<file path="src/hdl/stdt_pkg.sv">
// ----------------------------------------------------------------------------
// stdt_pkg
// Shared types, constants and helpers for the source time dependency tracker.
// ----------------------------------------------------------------------------
package stdt_pkg;

    localparam int TABLE_ENTRIES = 64;
    localparam int TIME_BITS     = 48;
    localparam int ID_BITS       = 32;
    localparam int STATUS_BITS   = 3;
    localparam int COUNT_BITS    = 7;
    localparam int CNT_BITS      = $clog2(TABLE_ENTRIES + 1);

    localparam logic [1:0] CMD_UPDATE  = 2'd0;
    localparam logic [1:0] CMD_WAIT    = 2'd1;
    localparam logic [1:0] CMD_ADVANCE = 2'd2;

    localparam logic [STATUS_BITS-1:0] STS_DONE    = 3'd0;
    localparam logic [STATUS_BITS-1:0] STS_PROCEED = 3'd1;
    localparam logic [STATUS_BITS-1:0] STS_WAIT    = 3'd2;
    localparam logic [STATUS_BITS-1:0] STS_WOKEN   = 3'd3;
    localparam logic [STATUS_BITS-1:0] STS_UNKNOWN = 3'd4;
    localparam logic [STATUS_BITS-1:0] STS_FULL    = 3'd5;

    // Command fields held steady and seen by every cell during one pass.
    typedef struct packed {
        logic [1:0]           cmd;
        logic [ID_BITS-1:0]   id;
        logic [TIME_BITS-1:0] tv;
        logic                 init;
        logic                 found;
    } t_bc;

    // Token that walks down the row, one cell per cycle.
    typedef struct packed {
        logic                 vld;
        logic                 apply;
        logic                 found;
        logic                 claimed;
        logic                 min_any;
        logic [TIME_BITS-1:0] min_time;
        logic [CNT_BITS-1:0]  count;
    } t_carry;

    // Saturating unsigned add of two times.
    function automatic logic [TIME_BITS-1:0] sat_add(input logic [TIME_BITS-1:0] a,
                                                     input logic [TIME_BITS-1:0] b);
        logic [TIME_BITS:0] sum;
        sum = {1'b0, a} + {1'b0, b};
        return sum[TIME_BITS] ? {TIME_BITS{1'b1}} : sum[TIME_BITS-1:0];
    endfunction

endpackage

</file>
<file path="src/hdl/stdt_cell.sv">
// ----------------------------------------------------------------------------
// stdt_cell
// One table entry. Updates itself when the token passes and hands the token,
// with its running minimum and count, on to the next cell.
// ----------------------------------------------------------------------------
module stdt_cell
    import stdt_pkg::*;
(
    input  logic   i_clk,
    input  logic   i_rst_n,
    input  t_bc    i_bc,
    input  t_carry i_carry,
    output t_carry o_carry
);

    logic                 r_valid;
    logic [ID_BITS-1:0]   r_source;
    logic [TIME_BITS-1:0] r_time;
    t_carry               r_carry;

    logic                 n_valid;
    logic [ID_BITS-1:0]   n_source;
    logic [TIME_BITS-1:0] n_time;
    t_carry               n_carry;
    logic                 hit;
    logic                 claim;

    always_comb begin
        hit      = r_valid && (r_source == i_bc.id);
        claim    = 1'b0;
        n_valid  = r_valid;
        n_source = r_source;
        n_time   = r_time;
        if (i_carry.vld && i_carry.apply) begin
            unique case (i_bc.cmd)
                CMD_UPDATE: begin
                    if (hit) begin
                        if (i_bc.tv > r_time) begin
                            n_time = i_bc.tv;
                        end
                    end else if (!r_valid && i_bc.init && !i_bc.found
                                 && !i_carry.claimed) begin
                        // First free entry takes the new source.
                        claim    = 1'b1;
                        n_valid  = 1'b1;
                        n_source = i_bc.id;
                        n_time   = i_bc.tv;
                    end
                end
                CMD_ADVANCE: begin
                    if (r_valid) begin
                        n_time = sat_add(r_time, i_bc.tv);
                    end
                end
                default: begin
                end
            endcase
        end

        n_carry         = i_carry;
        n_carry.found   = i_carry.found | hit;
        n_carry.claimed = i_carry.claimed | claim;
        if (i_carry.apply && n_valid) begin
            n_carry.count = i_carry.count + CNT_BITS'(1);
            if (!i_carry.min_any || (n_time < i_carry.min_time)) begin
                n_carry.min_any  = 1'b1;
                n_carry.min_time = n_time;
            end
        end
    end

    always_ff @(posedge i_clk) begin
        r_source         <= n_source;
        r_time           <= n_time;
        r_carry.apply    <= n_carry.apply;
        r_carry.found    <= n_carry.found;
        r_carry.claimed  <= n_carry.claimed;
        r_carry.min_any  <= n_carry.min_any;
        r_carry.min_time <= n_carry.min_time;
        r_carry.count    <= n_carry.count;
        if (!i_rst_n) begin
            r_valid     <= 1'b0;
            r_carry.vld <= 1'b0;
        end else begin
            r_valid     <= n_valid;
            r_carry.vld <= n_carry.vld;
        end
    end

    assign o_carry = r_carry;

endmodule

</file>
<file path="config.mk">
export PLATFORM = sky130hd
export DESIGN_NAME = stdt_cell
export DESIGN_NICKNAME = d
export VERILOG_FILES = /design/src/hdl/stdt_pkg.sv /design/src/hdl/stdt_cell.sv
export SDC_FILE = /design/constraint.sdc
export NUM_CORES = 1
export LEC_CHECK = 0
export ABC_AREA = 1
export BUFFER_PORTS_ARGS = -buffer_cell sky130_fd_sc_hd__clkbuf_2
export CAP_MARGIN = 25
export CORE_MARGIN = 3
export CORE_UTILIZATION = 50
export DETAILED_ROUTE_END_ITERATION = 8
export PLACE_DENSITY_LB_ADDON = 0.05
export SLEW_MARGIN = 0
export SYNTH_ARGS = -nofsm -noshare
export SYNTH_HDL_FRONTEND = slang
export SYNTH_SLANG_ARGS = --single-unit
</file>
<file path="constraint.sdc">
create_clock -name i_clk -period 11 [get_ports i_clk]
set_input_delay 2.2 -clock i_clk [delete_from_list [all_inputs] [get_ports i_clk]]
set_output_delay 2.2 -clock i_clk [all_outputs]
set_load 0.03 [all_outputs]
</file>
==> results, run 1 <==
- The flow ran to the end, and the final reports show no timing, DRC or antenna violations.
- In the global route stage, met3 resource usage came out at 5.65%.
- The number of cells traversed by the worst hold path is 2.
- The starting density of the core is 51.1%.
- The fraction of layout cells with a size suffix above 1 is 15.4%.
- The initial DRC count is 1,034.
- Measured along the y axis, the die boundary spans 164 um.
- The synthesized-area fraction occupied by xor and xnor cells is 3.23%.
- The clock transition at the register clock pins on the worst setup and hold paths after CTS is 0.07 ns.
- The clock reaches the later pin of the worst-skew pair after 0.43 ns.
- Sequential cells were found to cover 25.2% of the synthesized design area.
- Of the total synthesized cell area, the portion taken by AND, OR, NAND and NOR gates is 23.0%.
- Summing every instance area after synthesis gives 0.0125 sq mm.
- Grouping stages by cell kind, the critical path spends the most delay in simple AND/OR/NAND/NOR gates.
- The via count of the first global-routing pass is 12,400.
- The final worst clock skew is 0.0200 ns.
- The highest attainable clock frequency is 0.124 GHz.
- At the end of routability-driven placement, the weighted congestion stood at 0.993.
- Max-cap violations in this run came to 0.
- The area overhead of the layout relative to synthesis is 14.9%.
- The multiplexer share of the synthesized area is 0%.
- For this design, the slowest cell found on the critical path is sky130_fd_sc_hd__inv_1.
- Entering global routing, the biggest net connects 65 pins.
- The cell count of the worst reg-to-reg path is 28.
- The number of buffers created by CTS is 17.
- The most utilized layer in the global route result is met2.
- In this run the deepest clock path goes through 2 buffers.
- The number of warning messages in the yosys log is 0.
- Once placement completed, the tool counted placed cells totaling 2,337.
- The final routed wirelength across all metal layers is 42,100 um.
- The library cell used most frequently in the layout, excluding fill and tap cells, is sky130_fd_sc_hd__nand2_1.
- The iteration count of the initial detailed-routing pass is 6.
- The H-tree depth is 4.
- The reported leakage power is 7.12 nW.
- The number of hold-slack violations in the final timing report was 0.
- Setup repair after global routing left no endpoint under its margin.
- The biggest area contributor in the post-synthesis netlist is sky130_fd_sc_hd__dfxtp_1.
- Setup total negative slack on the finished layout was measured at 0 ns.
- The worst endpoint required time is 11.31 ns.
- The total core area is 0.0244 sq mm.
- After detailed routing, the average wire length per cell comes to 17.8 um.
- In the final design database the tool counted 2,323 nets.
- The startpoint of the worst register-to-register path is r_time[47]$_DFF_P_.
- The final number of setup-violating endpoints is 0.
- The endpoint arrival time on the critical path is 8.41 ns.
- The worst path uses 73.6% of the clock period.
- The power density over the cells is 153 mW/mm^2.
- The most repeated library cell on the critical path is sky130_fd_sc_hd__nand2_1.
- In the routed design, unresolved DRC markers number 0.
- Counting both buffers and inverters, the worst setup path holds a total of 4.
- The dominant combinational cell family by area after synthesis is compound AO/OA/AOI/OAI gates.
- The synthesized netlist devotes 14.6% of its cell area to adder and majority cells.
- The critical path is of the input pin to flip-flop type.
- Summing the areas of all compound-gate instances in the mapped netlist gives 23.2% of the synthesized area.
- The actual slew at the worst max-slew pin is 0.920 ns.
- Once the clock tree was built, the resizer swapped 0 gates to a different size.
- The number of hold buffers added after cts is 0.
- On the worst path, the slowest cell contributes a delay of 0.72 ns.
- The path with the worst hold slack has its endpoint at r_time[45]$_DFF_P_.
- TritonCTS built the clock tree.
- The highest fanout seen on the critical path is 64.
- 206 I/O pins were placed.
- The setup slack on the worst flop-to-flop path is 4.31 ns.
- The detailed placement HPWL is 31,300 um.
- The slack of the critical path is 2.91 ns.
- The wire length of the first global-routing pass is 65,300 um.
- Timing analysis after detailed placement gives a worst setup slack of 2.54 ns.
- The kind of end point of the critical path is a flip-flop.
- The floorplan step defined a die boundary enclosing 0.0269 sq mm.
- After synthesis, the largest area contributor takes up 17.5% of total cell area.
- Power comes to 2.20 mW.
- The capturing point of the worst reg2reg path is o_carry[26]$_DFF_P_.
- The number of register bits inferred by synthesis is 141.
- The overall die width is 164 um.
- The number of antenna diodes in the final layout is 0.
- The worst hold path belongs to the class flip-flop to flip-flop.
- The post-synthesis average cell area is 6.70 sq um.
- The placed instances occupy a cell area of 0.0138 sq mm.
- The met1 global-route usage is 42.8%.
- The number of antenna violations at the first check in global routing is 0.
- The headroom to the max-slew limit is 38.6%.
- The number of I/O port buffers is 205.
- The number of nets produced by synthesis is 2,151.
- The number of standard cells in the final layout excluding fillers is 2,369.
- The count of nets left with antenna violations once routing finished came out at 0.
- The clock tree root driver cell is sky130_fd_sc_hd__clkbuf_16.
- The netlist uses 56 different library cells.
- The count of buffers added by post-CTS timing repair for setup is 0.
- For met2 alone, demand over resource in global routing was 48.4%.
- The site row count is 57.
- In the post-synthesis netlist, the biggest area contributors are sky130_fd_sc_hd__dfxtp_1, sky130_fd_sc_hd__ha_1, sky130_fd_sc_hd__nand2_1.
- The count of pins over their slew limit is 0.
- The total number of vias is 13,200.
- The final critical-path required period is 8.09 ns.
- The worst-case IR drop observed on VDD is 0.0935 mV.
- STA classifies the critical path startpoint as an input pin.
- The sink count of the clock tree is 141.
- Synthesis produced 1,860 cells.
- The overall routing resource usage is 30.8%.
- The worst hold path startpoint is r_time[45]$_DFF_P_.
- The final global-route overflow total is 0.
- The library cells used most frequently in the layout, excluding fill and tap cells, are sky130_fd_sc_hd__nand2_1, sky130_fd_sc_hd__inv_1, sky130_fd_sc_hd__clkbuf_2.
- After routing the design area is 0.0143 sq mm.
- The post-detailed-route via-to-cell ratio is 5.57.
[worst reg2reg max path: cells and delay by family, from the launching register on]
kind                     cells  cell delay, ns
AND/OR/NAND/NOR             15            2.58
adder cells (fa/ha/maj)      2            0.78
flip-flops                   1            0.38
AO/OA/AOI/OAI                7            1.51
buffers and inverters        4            1.35
[flip-flops by register name, indices dropped and copies added, names as in the netlist]
register  flops
r_source     32
o_carry      60
r_time       48
r_valid       1
[layout make-up]
class	instances	area [sq um]
clock buffers	18	439
multi-input cells	1379	8000
repair buffers	225	1210
clock inverters	14	124
inverters	268	1010
fillers	2409	10100
flip-flops and latches	141	3140
well taps	324	405
[worst max-delay path by stage]
stage / from / endpoint / slack [ns] / cells past startpoint
floorplan: i_bc[0] / o_carry[6]$_DFF_P_ / 4.58 / 11
global placement: i_bc[47] / o_carry[21]$_DFF_P_ / 2.01 / 28
detailed placement: i_bc[49] / o_carry[26]$_DFF_P_ / 2.54 / 28
CTS: i_bc[49] / o_carry[26]$_DFF_P_ / 3.00 / 28
global route: i_bc[29] / o_carry[30]$_DFF_P_ / 2.57 / 29
finish: i_bc[32] / o_carry[26]$_DFF_P_ / 2.91 / 27
[routing by layer]
layer	up-vias	routed length [um]
met5	-	0
li1	6584	-
met1	6039	19400
met2	502	18100
met3	64	3560
met4	0	964
[cell usage after synthesis (all sizes together)]
| master | n |
|---|---|
| nor3b | 1 |
| nand2 | 375 |
| fa | 1 |
| inv | 266 |
| o221ai | 43 |
| and2 | 2 |
| clkinv | 2 |
| a221oi | 1 |
| ha | 144 |
| nor2 | 152 |
| nand3 | 96 |
| a31oi | 2 |
| o211ai | 10 |
| o221a | 1 |
| o21a | 3 |
| nor3 | 23 |
| dfxtp | 109 |
| xnor2 | 10 |
| edfxtp | 32 |
| xor2 | 36 |
| nand3b | 2 |
| nor4b | 1 |
| clkbuf | 55 |
| o21bai | 8 |
| a22o | 1 |
| and3 | 3 |
| a22oi | 7 |
| o22ai | 22 |
| a211oi | 6 |
| or3 | 1 |
| a21o | 3 |
| a21boi | 3 |
| or2 | 5 |
| nand4 | 12 |
| a32o | 1 |
| nor4 | 4 |
| a21oi | 187 |
| buf | 17 |
| o21ai | 210 |
| o2111ai | 3 |
[logic make-up after synthesis]
| family | Yosys count |
|---|---|
| xor+xnor | 46 |
| fa+ha+maj | 145 |
| compound gates | 511 |
| flops | 141 |
| simple gates | 677 |
| buf+inv | 340 |
[where the power goes]
group          internal [mW]  switching (mW)  leakage, nW
combinational          0.326           0.654         5.65
clock                  0.304           0.279        0.274
sequential             0.582          0.0507         1.20
total                   1.21           0.984         7.12
[metrics by stage]
stage	utilization [%]	hold WS, ns
2_1_floorplan	-	0.521
3_3_place_gp	56.2	0.562
3_5_place_dp	56.4	0.567
4_1_cts	58.7	0.581
5_1_grt	58.7	0.609
6_report	58.7	0.592
Power figures use the tool's default switching activity.
==> inputs of run 2 (changes only) <==
Clock period 11 ns to 6.8 ns, I/O delays scaled along.
==> results, run 2 (synthesis gave the netlist of run 1 again) <==
- The fraction of layout cells with a size suffix above 1 is 16.2%.
- The endpoint arrival time on the critical path is 6.44 ns.
- The number of buffers created by CTS is 17.
- The number of DRC violations after detailed routing is 0.
- The number of antenna violations at the first check in global routing is 0.
- After detailed routing, the average wire length per cell comes to 18.4 um.
- The startpoint identified for the worst hold timing path is r_time[38]$_DFF_P_.
- The area overhead of the layout relative to synthesis is 16.4%.
- The endpoint with the worst hold slack is r_time[38]$_DFF_P_.
- The source-to-sink clock delay at the later pin of the worst-skew pair is 0.45 ns.
- The largest individual stage delay along the critical path comes from the cell sky130_fd_sc_hd__fa_1.
- The worst IR drop on VDD is 0.131 mV.
- The overall routing resource usage is 32.1%.
- In this run, the number of DRC markers left after iteration 0 of detailed routing was 1,224.
- In this design, the stage delay of the slowest critical-path cell is 0.41 ns.
- The die is 164 um tall.
- Entering global routing, the biggest net connects 52 pins.
- The flow ran to the end, and the final reports show no timing, DRC or antenna violations.
- The cell sitting at the root of the clock tree is a sky130_fd_sc_hd__clkbuf_16.
- The worst setup path is of the input pin to flip-flop kind.
- The total core area is 0.0244 sq mm.
- For the worst flop-to-flop path, the logic depth is 29.
- The path class of the lowest-slack min-delay path is flip-flop to flip-flop.
- Setup violations remaining at the end of the flow were counted as 0.
- The final worst hold slack is 0.604 ns.
- Leaving out fill and tap cells, the most frequent cells in the layout are sky130_fd_sc_hd__nand2_1, sky130_fd_sc_hd__inv_1, sky130_fd_sc_hd__clkbuf_2.
- The combinational power share is 44.7%.
- The internal portion of the total power is 2.03 mW.
- The count of buffers added by post-CTS timing repair for setup is 0.
- With fillers left out, the area of the finished cells amounts to 0.0145 sq mm.
- The number of cells traversed by the worst hold path is 2.
- Buffers placed on the I/O ports in this run total 205.
- The number of hold buffers added after CTS was 0.
- The total number of vias is 13,500.
- After layout, the worst setup slack is 0.697 ns.
- The setup slack on the worst flop-to-flop path is 1.33 ns.
- After detailed routing, the number of vias per cell comes to 5.64.
- For the worst setup path, the data required time is 7.13 ns.
- In this run switching power makes up 44.4% of total power.
- In this run the count of I/O pins placed on the die edge is 206.
- Setup repair after global routing left no endpoint under its margin.
- The number of nets in the layout is 2,345.
- The startpoint of the worst register-to-register path is r_time[17]$_DFF_P_.
- For the pin with the worst max-slew slack, the measured transition is 0.865 ns.
- The maximum clock path buffer count is 2.
- The placed cell area is 0.0139 sq mm.
- On the final layout, the worst clock skew is 0.0204 ns.
- The final global-route overflow total is 0.
- The die covers 0.0269 sq mm.
- The detailed placement HPWL is 33,400 um.
- For this block, the routed nets add up to 44,100 um of wire.
- The count of pins over their slew limit is 0.
- Derived from the worst setup path, the maximum achievable clock frequency is 0.164 GHz.
- Dividing the final minimum period by the clock period gives 89.7%.
- The startpoint kind of the worst setup timing path is an input pin.
- Measured against its own limit, the worst slew margin works out to 42.3%.
- The part of the power in registers is 28.2%.
- The via count of the first global-routing pass came to 12,400.
- Clock-pin slew was measured on the worst setup and hold paths at 0.07 ns.
- For this design the static power due to leakage is 7.24 nW.
- The clock net in this run drives a total of 141 sinks.
- The register with the most flip-flops in the layout has 60 of them.
- The worst setup slack before clock tree synthesis is 0.351 ns.
- The max-capacitance violation count is 0.
- The last weighted congestion value of the routability-driven placer is 0.985.
- The worst path in the final design needs a cycle of 6.10 ns, including I/O delays and setup.
- The startpoint of the worst setup timing path is i_bc[2].
- The wire length of the first global-routing pass is 67,000 um.
- The setup total negative slack is 0 ns.
- The remaining antenna violation count after routing is 0.
- The worst register-to-register path ends at o_carry[17]$_DFF_P_.
- The CTS tree is done.
- The highest fanout seen on the critical path is 43.
- In this run the power density over the cells is 252 mW/mm^2.
- The overall die width is 164 um.
- In this run, the clock network consumes 27.1% of the power.
- The starting density of the core is 51.1%.
- The number of hold-slack violations in the final timing report is 0.
- The site row count is 57.
- The number of gates resized after CTS was 0.
- The H-tree depth is 4.
- The commonest non-fill, non-tap cell in the layout is sky130_fd_sc_hd__nand2_1.
- The antenna diode count is 0.
- The net switching power of the design is 1.62 mW.
- The final total power is 3.66 mW.
- The kind of end point of the critical path is a flip-flop.
- The iteration count of the initial detailed-routing pass is 6.
[run 2: worst max-delay path, delay by kind of cell]
kind                       cells  cell delay (ns)
AOI/OAI and AO/OA             11             2.18
xor gates and xnor gates       1             0.20
adders and majority gates      3             0.96
buffers and inverters          4             0.66
and+or+nand+nor               11             1.03
[run 2: cell type report]
| cell class | instances | area (sq um) |
|---|---|---|
| timing repair buffer | 247 | 1370 |
| fill | 2386 | 9880 |
| sequential | 141 | 3140 |
| tap | 324 | 405 |
| multi-input combinational | 1379 | 8000 |
| inverter | 268 | 1010 |
| clock inverter | 13 | 140 |
| clock buffer | 19 | 454 |
[run 2: worst max-delay path by stage]
stage | to | slack (ns) | cells past startpoint
after floorplan | o_carry[6]$_DFF_P_ | 1.22 | 11
after global placement | o_carry[24]$_DFF_P_ | 0.34 | 30
after detailed placement | o_carry[7]$_DFF_P_ | 0.35 | 30
after CTS | o_carry[33]$_DFF_P_ | 0.79 | 30
after global routing | o_carry[30]$_DFF_P_ | 0.15 | 32
final | o_carry[17]$_DFF_P_ | 0.70 | 30
[run 2: per-layer routing]
| metal | routed length, um | GRT usage (%) | vias to the layer above | part of all wire (%) |
|---|---|---|---|---|
| li1 | - | - | 6629 | - |
| met1 | 19300 | 45.2 | 6106 | 44 |
| met2 | 18100 | 46.5 | 689 | 41 |
| met3 | 5540 | 10.2 | 67 | 13 |
| met4 | 1080 | 10.2 | 0 | 2.5 |
| met5 | 0 | 0 | - | 0 |
[run 2: per-stage QoR]
| stage | utilization [%] | std cells |
|---|---|---|
| finish | 59.5 | 2391 |
| floorplan | - | 1860 |
| global route | 59.5 | 2391 |
| CTS | 59.5 | 2391 |
| detailed placement | 57.1 | 2359 |
| global placement | 57.1 | 2359 |
[run 2: power groups by stage]
stage | Sequential (mW) | Clock (mW) | Combinational (mW)
after floorplan | 1.06 | 0 | 1.04
after global placement | 1.04 | 0 | 1.58
after detailed placement | 1.04 | 0 | 1.58
after CTS | 1.02 | 0.995 | 1.59
after global routing | 1.04 | 1.03 | 1.81
final | 1.03 | 0.990 | 1.64
